`src/hdl/avm_pkg.sv`:
```
`timescale 1ns / 1ps

package avm_pkg;

    // Default sample width of one acceleration axis.
    localparam int SAMPLE_WIDTH_DEF = 19;

    // Default number of entries between the front and the back.
    localparam int QUEUE_DEPTH_DEF = 2;

    // Gravity reference register.
    localparam int GRAVITY_W = 18;
    localparam logic [GRAVITY_W-1:0] GRAVITY_RESET = 18'd9807;

    // Status that the queue reports to the front and the back.
    typedef struct packed {
        logic full;
        logic not_empty;
    } t_queue_status;

endpackage

```
`src/hdl/accel_vector_magnitude_core.sv`:
```
`timescale 1ns / 1ps

// Acceleration vector magnitude core. Each beat on the input carries one
// three-axis sample; each beat on the output carries the echoed axes, the
// floor square root of the sum of squares, that root minus the gravity
// reference, and the floor root of the squared change to the previous
// sample (zero for the first sample after reset). A single shared squarer
// and a bit-serial square root set the rate: each root follows a squaring
// pass over the three axes, and the first sample after reset skips the
// change root. A small queue at the input lets new samples be accepted
// while the back is busy, and a finished result waits in the output
// register without holding up the next computation.
// Write the gravity reference only while the core is idle.
module accel_vector_magnitude_core #(
    parameter int SAMPLE_WIDTH = avm_pkg::SAMPLE_WIDTH_DEF,
    parameter int QUEUE_DEPTH  = avm_pkg::QUEUE_DEPTH_DEF
) (
    input  logic                           i_clk,
    input  logic                           i_rst_n,
    input  logic                           i_cfg_we,
    input  logic [avm_pkg::GRAVITY_W-1:0]  i_cfg_data,
    input  logic                           i_valid,
    output logic                           o_ready,
    input  logic signed [SAMPLE_WIDTH-1:0] i_accel_x,
    input  logic signed [SAMPLE_WIDTH-1:0] i_accel_y,
    input  logic signed [SAMPLE_WIDTH-1:0] i_accel_z,
    output logic                           o_valid,
    input  logic                           i_ready,
    output logic signed [SAMPLE_WIDTH-1:0] o_echo_x,
    output logic signed [SAMPLE_WIDTH-1:0] o_echo_y,
    output logic signed [SAMPLE_WIDTH-1:0] o_echo_z,
    output logic [SAMPLE_WIDTH-1:0]        o_norm_magnitude,
    output logic signed [SAMPLE_WIDTH:0]   o_gravity_error,
    output logic [SAMPLE_WIDTH:0]          o_change_magnitude
);
    import avm_pkg::*;

    localparam int ENTRY_W = 6 * SAMPLE_WIDTH + 4;

    logic [GRAVITY_W-1:0] r_gravity;
    logic                 q_push;
    logic                 q_pop;
    logic [ENTRY_W-1:0]   q_wr_data;
    logic [ENTRY_W-1:0]   q_rd_data;
    t_queue_status        q_status;

    // Gravity reference register.
    always_ff @(posedge i_clk) begin
        if (!i_rst_n) begin
            r_gravity <= GRAVITY_RESET;
        end else if (i_cfg_we) begin
            r_gravity <= i_cfg_data;
        end
    end

    avm_front #(
        .SAMPLE_WIDTH (SAMPLE_WIDTH)
    ) u_front (
        .i_clk      (i_clk),
        .i_rst_n    (i_rst_n),
        .i_valid    (i_valid),
        .o_ready    (o_ready),
        .i_accel_x  (i_accel_x),
        .i_accel_y  (i_accel_y),
        .i_accel_z  (i_accel_z),
        .i_q_status (q_status),
        .o_push     (q_push),
        .o_entry    (q_wr_data)
    );

    avm_queue #(
        .WIDTH (ENTRY_W),
        .DEPTH (QUEUE_DEPTH)
    ) u_queue (
        .i_clk    (i_clk),
        .i_rst_n  (i_rst_n),
        .i_push   (q_push),
        .i_data   (q_wr_data),
        .i_pop    (q_pop),
        .o_data   (q_rd_data),
        .o_status (q_status)
    );

    avm_back #(
        .SAMPLE_WIDTH (SAMPLE_WIDTH)
    ) u_back (
        .i_clk              (i_clk),
        .i_rst_n            (i_rst_n),
        .i_q_valid          (q_status.not_empty),
        .i_entry            (q_rd_data),
        .o_pop              (q_pop),
        .i_gravity          (r_gravity),
        .o_valid            (o_valid),
        .i_ready            (i_ready),
        .o_echo_x           (o_echo_x),
        .o_echo_y           (o_echo_y),
        .o_echo_z           (o_echo_z),
        .o_norm_magnitude   (o_norm_magnitude),
        .o_gravity_error    (o_gravity_error),
        .o_change_magnitude (o_change_magnitude)
    );

    // The front never writes a full queue.
    a_no_overflow: assert property (@(posedge i_clk) disable iff (!i_rst_n)
        q_push |-> !q_status.full)
        else $error("queue written while full");

    // The back never reads an empty queue.
    a_no_underflow: assert property (@(posedge i_clk) disable iff (!i_rst_n)
        q_pop |-> q_status.not_empty)
        else $error("queue read while empty");

    // A result is never offered in the cycle after reset.
    a_reset_quiet: assert property (@(posedge i_clk)
        !i_rst_n |=> !o_valid)
        else $error("result offered right after reset");

endmodule

```
`src/hdl/avm_queue.sv`:
```
`timescale 1ns / 1ps

module avm_queue #(
    parameter int WIDTH = 8,
    parameter int DEPTH = 2
) (
    input  logic                   i_clk,
    input  logic                   i_rst_n,
    input  logic                   i_push,
    input  logic [WIDTH-1:0]       i_data,
    input  logic                   i_pop,
    output logic [WIDTH-1:0]       o_data,
    output avm_pkg::t_queue_status o_status
);
    import avm_pkg::*;

    localparam int PTR_W = (DEPTH > 1) ? $clog2(DEPTH) : 1;
    localparam int CNT_W = $clog2(DEPTH + 1);

    logic [WIDTH-1:0] r_mem [DEPTH];
    logic [PTR_W-1:0] r_wr_ptr;
    logic [PTR_W-1:0] r_rd_ptr;
    logic [CNT_W-1:0] r_count;

    // Pointers wrap at the depth, which need not be a power of two.
    always_ff @(posedge i_clk) begin
        if (!i_rst_n) begin
            r_wr_ptr <= '0;
            r_rd_ptr <= '0;
            r_count  <= '0;
        end else begin
            if (i_push) begin
                r_wr_ptr <= (r_wr_ptr == PTR_W'(DEPTH - 1)) ? '0 : r_wr_ptr + 1'b1;
            end
            if (i_pop) begin
                r_rd_ptr <= (r_rd_ptr == PTR_W'(DEPTH - 1)) ? '0 : r_rd_ptr + 1'b1;
            end
            if (i_push && !i_pop) begin
                r_count <= r_count + 1'b1;
            end else if (!i_push && i_pop) begin
                r_count <= r_count - 1'b1;
            end
        end
    end

    // Entry storage needs no reset.
    always_ff @(posedge i_clk) begin
        if (i_push) begin
            r_mem[r_wr_ptr] <= i_data;
        end
    end

    assign o_data             = r_mem[r_rd_ptr];
    assign o_status.full      = (r_count == CNT_W'(DEPTH));
    assign o_status.not_empty = (r_count != '0);

endmodule

```
`src/hdl/avm_front.sv`:
```
`timescale 1ns / 1ps

module avm_front #(
    parameter int SAMPLE_WIDTH = avm_pkg::SAMPLE_WIDTH_DEF
) (
    input  logic                          i_clk,
    input  logic                          i_rst_n,
    input  logic                          i_valid,
    output logic                          o_ready,
    input  logic signed [SAMPLE_WIDTH-1:0] i_accel_x,
    input  logic signed [SAMPLE_WIDTH-1:0] i_accel_y,
    input  logic signed [SAMPLE_WIDTH-1:0] i_accel_z,
    input  avm_pkg::t_queue_status        i_q_status,
    output logic                          o_push,
    output logic [6*SAMPLE_WIDTH+3:0]     o_entry
);
    import avm_pkg::*;

    localparam int W = SAMPLE_WIDTH;

    logic         r_prev_held;
    logic [W-1:0] r_prev_x;
    logic [W-1:0] r_prev_y;
    logic [W-1:0] r_prev_z;
    logic [W:0]   w_dx;
    logic [W:0]   w_dy;
    logic [W:0]   w_dz;

    // A beat is taken whenever the queue has room.
    assign o_ready = !i_q_status.full;
    assign o_push  = i_valid && o_ready;

    // Differences to the previous sample, one bit wider than an axis.
    assign w_dx = {i_accel_x[W-1], i_accel_x} - {r_prev_x[W-1], r_prev_x};
    assign w_dy = {i_accel_y[W-1], i_accel_y} - {r_prev_y[W-1], r_prev_y};
    assign w_dz = {i_accel_z[W-1], i_accel_z} - {r_prev_z[W-1], r_prev_z};

    // The flag tells the back whether the change root is needed at all.
    assign o_entry = {r_prev_held, i_accel_x, i_accel_y, i_accel_z, w_dx, w_dy, w_dz};

    // Every accepted sample becomes the previous one.
    always_ff @(posedge i_clk) begin
        if (!i_rst_n) begin
            r_prev_held <= 1'b0;
            r_prev_x    <= '0;
            r_prev_y    <= '0;
            r_prev_z    <= '0;
        end else if (o_push) begin
            r_prev_held <= 1'b1;
            r_prev_x    <= i_accel_x;
            r_prev_y    <= i_accel_y;
            r_prev_z    <= i_accel_z;
        end
    end

endmodule

```
`src/hdl/avm_back.sv`:
```
`timescale 1ns / 1ps

module avm_back #(
    parameter int SAMPLE_WIDTH = avm_pkg::SAMPLE_WIDTH_DEF
) (
    input  logic                           i_clk,
    input  logic                           i_rst_n,
    input  logic                           i_q_valid,
    input  logic [6*SAMPLE_WIDTH+3:0]      i_entry,
    output logic                           o_pop,
    input  logic [avm_pkg::GRAVITY_W-1:0]  i_gravity,
    output logic                           o_valid,
    input  logic                           i_ready,
    output logic signed [SAMPLE_WIDTH-1:0] o_echo_x,
    output logic signed [SAMPLE_WIDTH-1:0] o_echo_y,
    output logic signed [SAMPLE_WIDTH-1:0] o_echo_z,
    output logic [SAMPLE_WIDTH-1:0]        o_norm_magnitude,
    output logic signed [SAMPLE_WIDTH:0]   o_gravity_error,
    output logic [SAMPLE_WIDTH:0]          o_change_magnitude
);
    import avm_pkg::*;

    localparam int W     = SAMPLE_WIDTH;
    localparam int RAW_W = 2 * W + 2;
    localparam int SQ_W  = (RAW_W > 64) ? 64 : RAW_W;
    localparam int EXT_W = (W + 1 > GRAVITY_W) ? W + 1 : GRAVITY_W;

    typedef enum logic [1:0] {
        S_IDLE,
        S_SQUARE,
        S_ROOT,
        S_DONE
    } t_state;

    t_state              r_state;
    logic                r_phase;
    logic [1:0]          r_axis;
    logic [6*W+3:0]      r_entry;
    logic [RAW_W-1:0]    r_prod;
    logic [RAW_W-1:0]    r_acc;
    logic [SQ_W-1:0]     r_rem;
    logic [SQ_W-1:0]     r_root;
    logic [SQ_W-1:0]     r_bit;
    logic [W-1:0]        r_norm;
    logic [W:0]          r_change;
    logic                r_out_valid;

    logic                w_prev_held;
    logic [W-1:0]        w_x;
    logic [W-1:0]        w_y;
    logic [W-1:0]        w_z;
    logic [W:0]          w_dx;
    logic [W:0]          w_dy;
    logic [W:0]          w_dz;
    logic signed [W:0]   w_op;
    logic signed [RAW_W-1:0] w_prod;
    logic [RAW_W-1:0]    w_sum;
    logic                w_sat;
    logic [SQ_W:0]       w_trial;
    logic                w_take;
    logic [SQ_W-1:0]     w_rem_next;
    logic [SQ_W-1:0]     w_root_next;
    logic [EXT_W-1:0]    w_err_full;
    logic                w_load;

    assign {w_prev_held, w_x, w_y, w_z, w_dx, w_dy, w_dz} = r_entry;

    // One shared squarer: the axis in the first phase, the difference in the second.
    always_comb begin
        case (r_axis)
            2'd0:    w_op = r_phase ? w_dx : {w_x[W-1], w_x};
            2'd1:    w_op = r_phase ? w_dy : {w_y[W-1], w_y};
            default: w_op = r_phase ? w_dz : {w_z[W-1], w_z};
        endcase
    end

    assign w_prod = w_op * w_op;

    // Last sum of squares, clamped to the root's input width when it overflows.
    assign w_sum = r_acc + r_prod;
    assign w_sat = |(w_sum >> SQ_W);

    // One root bit per cycle, restoring form.
    assign w_trial = {1'b0, r_root} + {1'b0, r_bit};
    assign w_take  = ({1'b0, r_rem} >= w_trial);

    always_comb begin
        if (w_take) begin
            w_rem_next  = r_rem - w_trial[SQ_W-1:0];
            w_root_next = (r_root >> 1) + r_bit;
        end else begin
            w_rem_next  = r_rem;
            w_root_next = r_root >> 1;
        end
    end

    // Gravity error wraps to the output width.
    assign w_err_full = EXT_W'(r_norm) - EXT_W'(i_gravity);

    // The output register takes a finished result once it is free or being drained.
    assign w_load = (r_state == S_DONE) && (!r_out_valid || i_ready);

    assign o_pop   = (r_state == S_IDLE) && i_q_valid;
    assign o_valid = r_out_valid;

    // Sequencer and output register.
    always_ff @(posedge i_clk) begin
        if (!i_rst_n) begin
            r_state     <= S_IDLE;
            r_phase     <= 1'b0;
            r_axis      <= '0;
            r_out_valid <= 1'b0;
        end else begin
            if (w_load) begin
                r_out_valid <= 1'b1;
            end else if (i_ready) begin
                r_out_valid <= 1'b0;
            end
            unique case (r_state)
                S_IDLE: begin
                    if (i_q_valid) begin
                        r_entry <= i_entry;
                        r_phase <= 1'b0;
                        r_axis  <= '0;
                        r_state <= S_SQUARE;
                    end
                end
                S_SQUARE: begin
                    r_prod <= RAW_W'(unsigned'(w_prod));
                    if (r_axis == 2'd0) begin
                        r_acc <= '0;
                    end else begin
                        r_acc <= w_sum;
                    end
                    if (r_axis == 2'd3) begin
                        r_rem   <= w_sat ? '1 : w_sum[SQ_W-1:0];
                        r_root  <= '0;
                        r_bit   <= {2'b01, {(SQ_W-2){1'b0}}};
                        r_state <= S_ROOT;
                    end
                    r_axis <= r_axis + 1'b1;
                end
                S_ROOT: begin
                    r_rem  <= w_rem_next;
                    r_root <= w_root_next;
                    r_bit  <= r_bit >> 2;
                    if (r_bit[0]) begin
                        if (!r_phase) begin
                            r_norm <= w_root_next[W-1:0];
                            if (w_prev_held) begin
                                r_phase <= 1'b1;
                                r_axis  <= '0;
                                r_state <= S_SQUARE;
                            end else begin
                                r_change <= '0;
                                r_state  <= S_DONE;
                            end
                        end else begin
                            r_change <= w_root_next[W:0];
                            r_state  <= S_DONE;
                        end
                    end
                end
                S_DONE: begin
                    if (w_load) begin
                        o_echo_x           <= w_x;
                        o_echo_y           <= w_y;
                        o_echo_z           <= w_z;
                        o_norm_magnitude   <= r_norm;
                        o_gravity_error    <= w_err_full[W:0];
                        o_change_magnitude <= r_change;
                        r_state            <= S_IDLE;
                    end
                end
                default: begin
                    r_state <= S_IDLE;
                end
            endcase
        end
    end

endmodule

```
`config.mk`:
```
export PLATFORM = sky130hd
export DESIGN_NAME = accel_vector_magnitude_core
export DESIGN_NICKNAME = d
export VERILOG_FILES = /design/src/hdl/avm_pkg.sv /design/src/hdl/accel_vector_magnitude_core.sv /design/src/hdl/avm_queue.sv /design/src/hdl/avm_front.sv /design/src/hdl/avm_back.sv
export SDC_FILE = /design/constraint.sdc
export NUM_CORES = 2
export LEC_CHECK = 0
export ABC_AREA = 1
export BUFFER_PORTS_ARGS = -buffer_cell sky130_fd_sc_hd__buf_2
export CORE_ASPECT_RATIO = 0.8
export CORE_UTILIZATION = 45
export DETAILED_ROUTE_END_ITERATION = 12
export GPL_TIMING_DRIVEN = 0
export SYNTH_ARGS = -nofsm -noshare
export SYNTH_HDL_FRONTEND = slang
export SYNTH_HIERARCHICAL = 1
export SYNTH_SLANG_ARGS = --single-unit
```
`constraint.sdc`:
```
create_clock -name i_clk -period 20.5 [get_ports i_clk]
set_input_delay 2.05 -clock i_clk [delete_from_list [all_inputs] [get_ports i_clk]]
set_output_delay 2.05 -clock i_clk [all_outputs]
set_load 0.1 [all_outputs]
```
* Yosys cells after proc, flatten, opt, wreduce, memory -nomap -nowiden *
Memories as Yosys holds them, arrays and structs flattened. A register that Yosys moved wholly into a read port is not among the register bits.
Index checks and enable logic that the tools add are counted.

cells by class
  bitwise logic cells = 1
  muxes and demuxes = 39
  divide/modulo/power cells = 0
  shifts and indexed selects = 0
  multiply operators = 1
  reduce and logical (&&, ||, !) cells = 28
  $lt $le $gt $ge = 1
  add/subtract/negate cells = 13
  equality and inequality tests = 14

operators with widths
  cell                                                    number
  case mux 40 bit (2 select lines)                        3
  2-to-1 mux 40 bit                                       5
  2-to-1 mux 20 bit                                       5
  subtractor 19 x 19 -> 20 bit                            3
  adder 40 x 40 -> 41 bit                                 1
  greater-or-equal comparator 40 x 41 -> 1 bit            1
  adder 39 x 40 -> 40 bit                                 1
  adder 40 bit                                            1
  multiplier 20 x 20 -> 40 bit                            1
  case mux 20 bit (2 select lines)                        1
  subtractor 40 bit                                       1
  2-to-1 mux 2 bit                                        12
  subtractor 19 x 18 -> 20 bit                            1
  AND reduction 4 bit                                     4
  inequality test 2 x 1 -> 1 bit (second input constant)  7
  AND reduction 3 bit                                     4
  2-to-1 mux 1 bit                                        10
  nonzero test 2 bit                                      5
  equality test 2 bit (second input constant)             4
  case mux 2 bit (4 select lines)                         1
  case mux 2 bit (3 select lines)                         1
  logical AND 1 bit                                       5
  AND reduction 5 bit                                     1
  adder 2 x 1 -> 2 bit (second input constant)            2
  11 further kinds                                        17

word-level totals
  latch bits = 0
  logic and storage cells = 123
  memories kept = 1
  bits of input ports = 80
  output and inout port bits = 118
  register bits = 441
  bits in read-only memories = 0
  RAM bits = 236

memories
  memory         depth  bits a word  rd ports  clocked after Yosys merged registers in  wr ports  RTL line         source
  u_queue.r_mem  2      118          1         1                                        1         avm_queue.sv:20  logic [WIDTH-1:0] r_mem [DEPTH];

* Depth between registers and ports, before layout *
  depth in word-level cells = 7
  depth in mapped cells = 38
  depth with buffers taken out = 35

* Modules after synthesis *
Netlist, hierarchy kept.

by module, submodules not included
  module                       area each (µm²)  times used  cells an instance  sequential area each (µm²)
  avm_back                     41131.9          1           4767               13693.1
  avm_queue                    8808.4           1           402                7186.9
  avm_front                    6075.8           1           994                1161.1
  accel_vector_magnitude_core  698.2            1           98                 360.3

* Least setup slack after synthesis *
OpenSTA, ideal clock, no wires.

  path kind = input to register
  start point = in i_rst_n
  end point = reg u_back.o_change_magnitude[0], enable pin
  data required time = 19766 ps
  slack = 9643 ps
  buffers on the path = 0
  arrival time = 10123 ps
  stages on the path = 2
  setup time = 734 ps
  cells stage by stage = clkinv_1 nor3_1

on the way
  cells in the longest elaborated chain, start to end = 1

ends and longest elaborated chain
  what                           RTL line                           source
  from (decl)                    accel_vector_magnitude_core.sv:19  input logic i_rst_n,
  AND reduction 3 bit (no line)  -
  to (signal assigned)           avm_back.sv:171                    o_change_magnitude <= r_change;
  to (decl)                      avm_back.sv:19                     output logic [SAMPLE_WIDTH:0] o_change_magnitude

Every way passes these cells.
A chain may end at the register's enable or synchronous reset.

* Worst setup path in the final report *
  start point = reg u_back.r_axis[0]
  end point = reg u_back.r_prod[39] (data pin)

on the way
  cells in the longest elaborated chain, start to end = 3
  elaborated cells on any way between the ends = 4
  classes of those cells = mul: 1; eq/ne: 1; mux: 1; reduce/logical: 1

ends and longest elaborated chain
  what                                                                      RTL line         source
  from (decl)                                                               avm_back.sv:37   logic [1:0] r_axis;
  from (signal assigned)                                                    avm_back.sv:141  r_axis <= r_axis + 1'b1;
  equality test 2 x 1 -> 1 bit / logical NOT 2 bit (equally long branches)  avm_back.sv:70   case (r_axis)
  case mux 20 bit (2 select lines) *                                        avm_back.sv:70
  multiplier 20 x 20 -> 40 bit *                                            avm_back.sv:77   assign w_prod = w_op * w_op;
  net u_back.w_prod[39]                                                     avm_back.sv:56   logic signed [RAW_W-1:0] w_prod;
  to (signal assigned)                                                      avm_back.sv:129  r_prod <= RAW_W'(unsigned'(w_prod));
  to (decl)                                                                 avm_back.sv:39   logic [RAW_W-1:0] r_prod;

The timed path passes the listed nets; every way through them passes the cells marked *.

==> flow_summary_export.csv <==
group,metric,value,unit
finish,fin_nets,7346,
die,die_x,399,um
clocking,cts_sinks,775,
critical_path,reg2reg_depth,29,
sta,max_freq,106,MHz
clocking,clockBufferDepth,3,
yosys,yosys-top-cells-count,"nand2_1 (1303), inv_1 (1122), edfxtp_1 (688)",
critical_path,crit_end,"u_back/r_prod[39]$_DFFE_PP_",
finish,seqCellArea,0.0224,mm2
sta,tns,0,ns
flow_run,maxCapViolCount,0,
yosys,synth_flop_cell,"edfxtp_1",
die,io_pins,198,
worst_hold_path,min_path_type,"flip-flop to flip-flop",
critical_path,max_stage_delay,0.81,ns
sta,slew_violations,0,
critical_path,worstReg2RegEnd,"u_back/r_prod[39]$_DFFE_PP_",
critical_path,crit_family,"adder cells",
global_route,grt_pass1_wl,260000,um
die,dieArea,0.127,mm2
clocking,cts_buffers,83,
sta,slew_headroom,0.259,
sta,worst_slack,11.08,ns
yosys,ys.warnings.count,6,
yosys,yosysMostFrequentCell,"nand2_1",
critical_path,path_buf_inv,11,
critical_path,critPathLaunch,"u_back/r_axis[0]$_SDFFE_PN0P_",
critical_path,slowest_stage,"fa_1",
die,core,0.125,mm2
route,drt-pass1-iter-count,6,
critical_path,worstSetupStartpointType,"flip-flop",
yosys,synthTopCellsByArea,"edfxtp_1 (36%), fa_1 (14%), nand2_1 (8.6%)",
global_route,grt_overflow,0,
global_route,antenna_found_initial,5,
place,dpl.hpwl,139000,um
finish,area_growth_syn_to_layout,11.5,%
critical_path,arrival,9.79,ns
finish,n_fill_cell,11918,
die,placementRows,116,
yosys,syn-instance-count,6261,
finish,drive_gt1_frac,0.108,
die,die_y,320,um
place,pre_cts_slack,11.22,ns
yosys,postSynthAreaPerCell,9.06,um2
die,initial_core_util,0.453,
route,num_vias,44116,
critical_path,critPathKind,"flip-flop to flip-flop",
yosys,netlist_area,0.0567,mm2
clocking,cts_resized,0,
finish,multi_input_area,0.0290,mm2
critical_path,required,20.88,ns
global_route,grt_max_degree,68,
clocking,htree_levels,3,
route,drtAntennaViolNets,0,
sta,min_period,9.42,ns
yosys,synthesis.nets,7037,
sta,final-setup-viol-count,0,
sta,grt_setup_unrepaired,"false",
yosys,ys_ff_latch,775,
critical_path,r2r_slack,11.08,ns
yosys,async_flop_share,0,
finish,post-route-util,0.505,
critical_path,critPathMaxFanout,10,
sta,clock-skew-final,0.0406,ns
route,drc,0,
place,gp_congestion,0.995,
clocking,cts.clk_slew.worst_paths,0.06,ns
run_status,outcome,"completed",
route,dr.first_iter.drc_count,4151,
yosys,synth-edff-count,688,
place,io_buffers,196,
yosys,synth_top_area_frac,0.364,
yosys,yosys.area.top_type,"edfxtp_1",
route,vias_per_cell,5.32,
critical_path,cp-end-kind,"flip-flop",
critical_path,rr_startpoint,"u_back/r_axis[0]$_SDFFE_PN0P_",
sta,hold_viol_final,0,
sta,finalCritPeriodShare,0.459,
sta,worstMarginPinSlew,1.11,ns
global_route,grt.total_usage,0.271,
route,wl_per_cell,20.7,um
clocking,root_buffer,"clkbuf_16",
critical_path,worst-path-stages,29,
clocking,hold_buffers,0,
route,wl,171000,um
sta,holdWs,0.414,ns
clocking,cts_setup_buffers,0,
global_route,grt_pass1_vias,43171,
yosys,ys_seq_area_frac,0.395,
yosys,synth_cell_types,60,
clocking,clock_latency,0.69,ns
clocking,cts_tree,"done",
-- worst min path at each step --
stage | startpoint | end | cells past startpoint
global placement | u_back/r_change[12]$_SDFFCE_PN0P_ | u_back/o_change_magnitude[12]$_DFFE_PP_ | 0
detailed placement | u_back/r_change[12]$_SDFFCE_PN0P_ | u_back/o_change_magnitude[12]$_DFFE_PP_ | 0
floorplan | u_back/r_change[0]$_SDFFCE_PN0P_ | u_back/o_change_magnitude[0]$_DFFE_PP_ | 0
CTS | u_back/r_change[11]$_SDFFCE_PN0P_ | u_back/o_change_magnitude[11]$_DFFE_PP_ | 0
global route | u_back/r_change[0]$_SDFFCE_PN0P_ | u_back/o_change_magnitude[0]$_DFFE_PP_ | 0
finish | u_back/r_change[6]$_SDFFCE_PN0P_ | u_back/o_change_magnitude[6]$_DFFE_PP_ | 0
-- kinds of logic after synthesis --
| logic type | after synthesis | share of synthesized area |
|---|---|---|
| compound gates | 834 | 0.0801 |
| xor+xnor | 194 | 0.0300 |
| fa+ha+maj | 696 | 0.205 |
| buf+inv | 1323 | 0.0946 |
| flops | 775 | 0.395 |
| mux | 118 | 0.0248 |
| simple gates | 2321 | 0.171 |
-- routing by layer --
metal,vias to the layer above,share of wire,global-route usage
met5,-,0.000047,0
met4,2,0.023,0.0627
met3,218,0.083,0.0470
met2,1707,0.43,0.404
met1,21321,0.47,0.408
li1,20868,-,-
-- placed cells by master, fill, tap and decap left out, drive strengths merged, types with 6 or more instances in the layout --
master and count:
a21boi 7, a21o 19, a21oi 363, a221oi 7
a31oi 31, and2 8, and3 6, buf 359
bufinv 14, clkbuf 159, clkinv 23, dfxtp 87
edfxtp 688, fa 387, ha 309, inv 1141
mux2 118, nand2 1338, nand3 267, nand3b 22
nand4 47, nor2 539, nor3 50, nor4 16
o211ai 10, o21a 8, o21ai 324, o21bai 36
o221ai 6, o22ai 12, or2 28, xnor2 71
xor2 123
-- through the flow --
stage | cells | instance area [um2]
final | 8293 | 63200
after global routing | 8289 | 63200
after CTS | 8289 | 63200
after detailed placement | 8137 | 60300
after global placement | 8109 | 59800
after floorplan | 6261 | 56700
-- sequential cells by signal (all words and copies together) (netlist names), 20 cells and up, named ones only --
| name | flops |
|---|---|
| u_queue/r_mem | 236 |
| u_back/r_bit | 20 |
| u_back/r_prod | 39 |
| u_back/o_gravity_error | 20 |
| u_back/r_root | 40 |
| u_back/r_acc | 40 |
| u_back/o_change_magnitude | 20 |
| u_back/r_change | 20 |
| u_back/r_entry | 118 |
| u_back/r_rem | 40 |
-- area by class of cell --
| type | instances | share of cell area |
|---|---|---|
| clock inverter | 46 | 0.0107 |
| multi-input combinational | 4163 | 0.459 |
| clock buffer | 106 | 0.0353 |
| sequential | 775 | 0.354 |
| inverter | 1135 | 0.0675 |
| timing repair buffer | 224 | 0.0231 |
| tap | 1652 | 0.0327 |
| antenna | 4 | 0.000158 |
| buffer | 188 | 0.0175 |
Power is not shown: default switching activity piles up to over one toggle a cycle in this logic, so the estimate is an artifact.
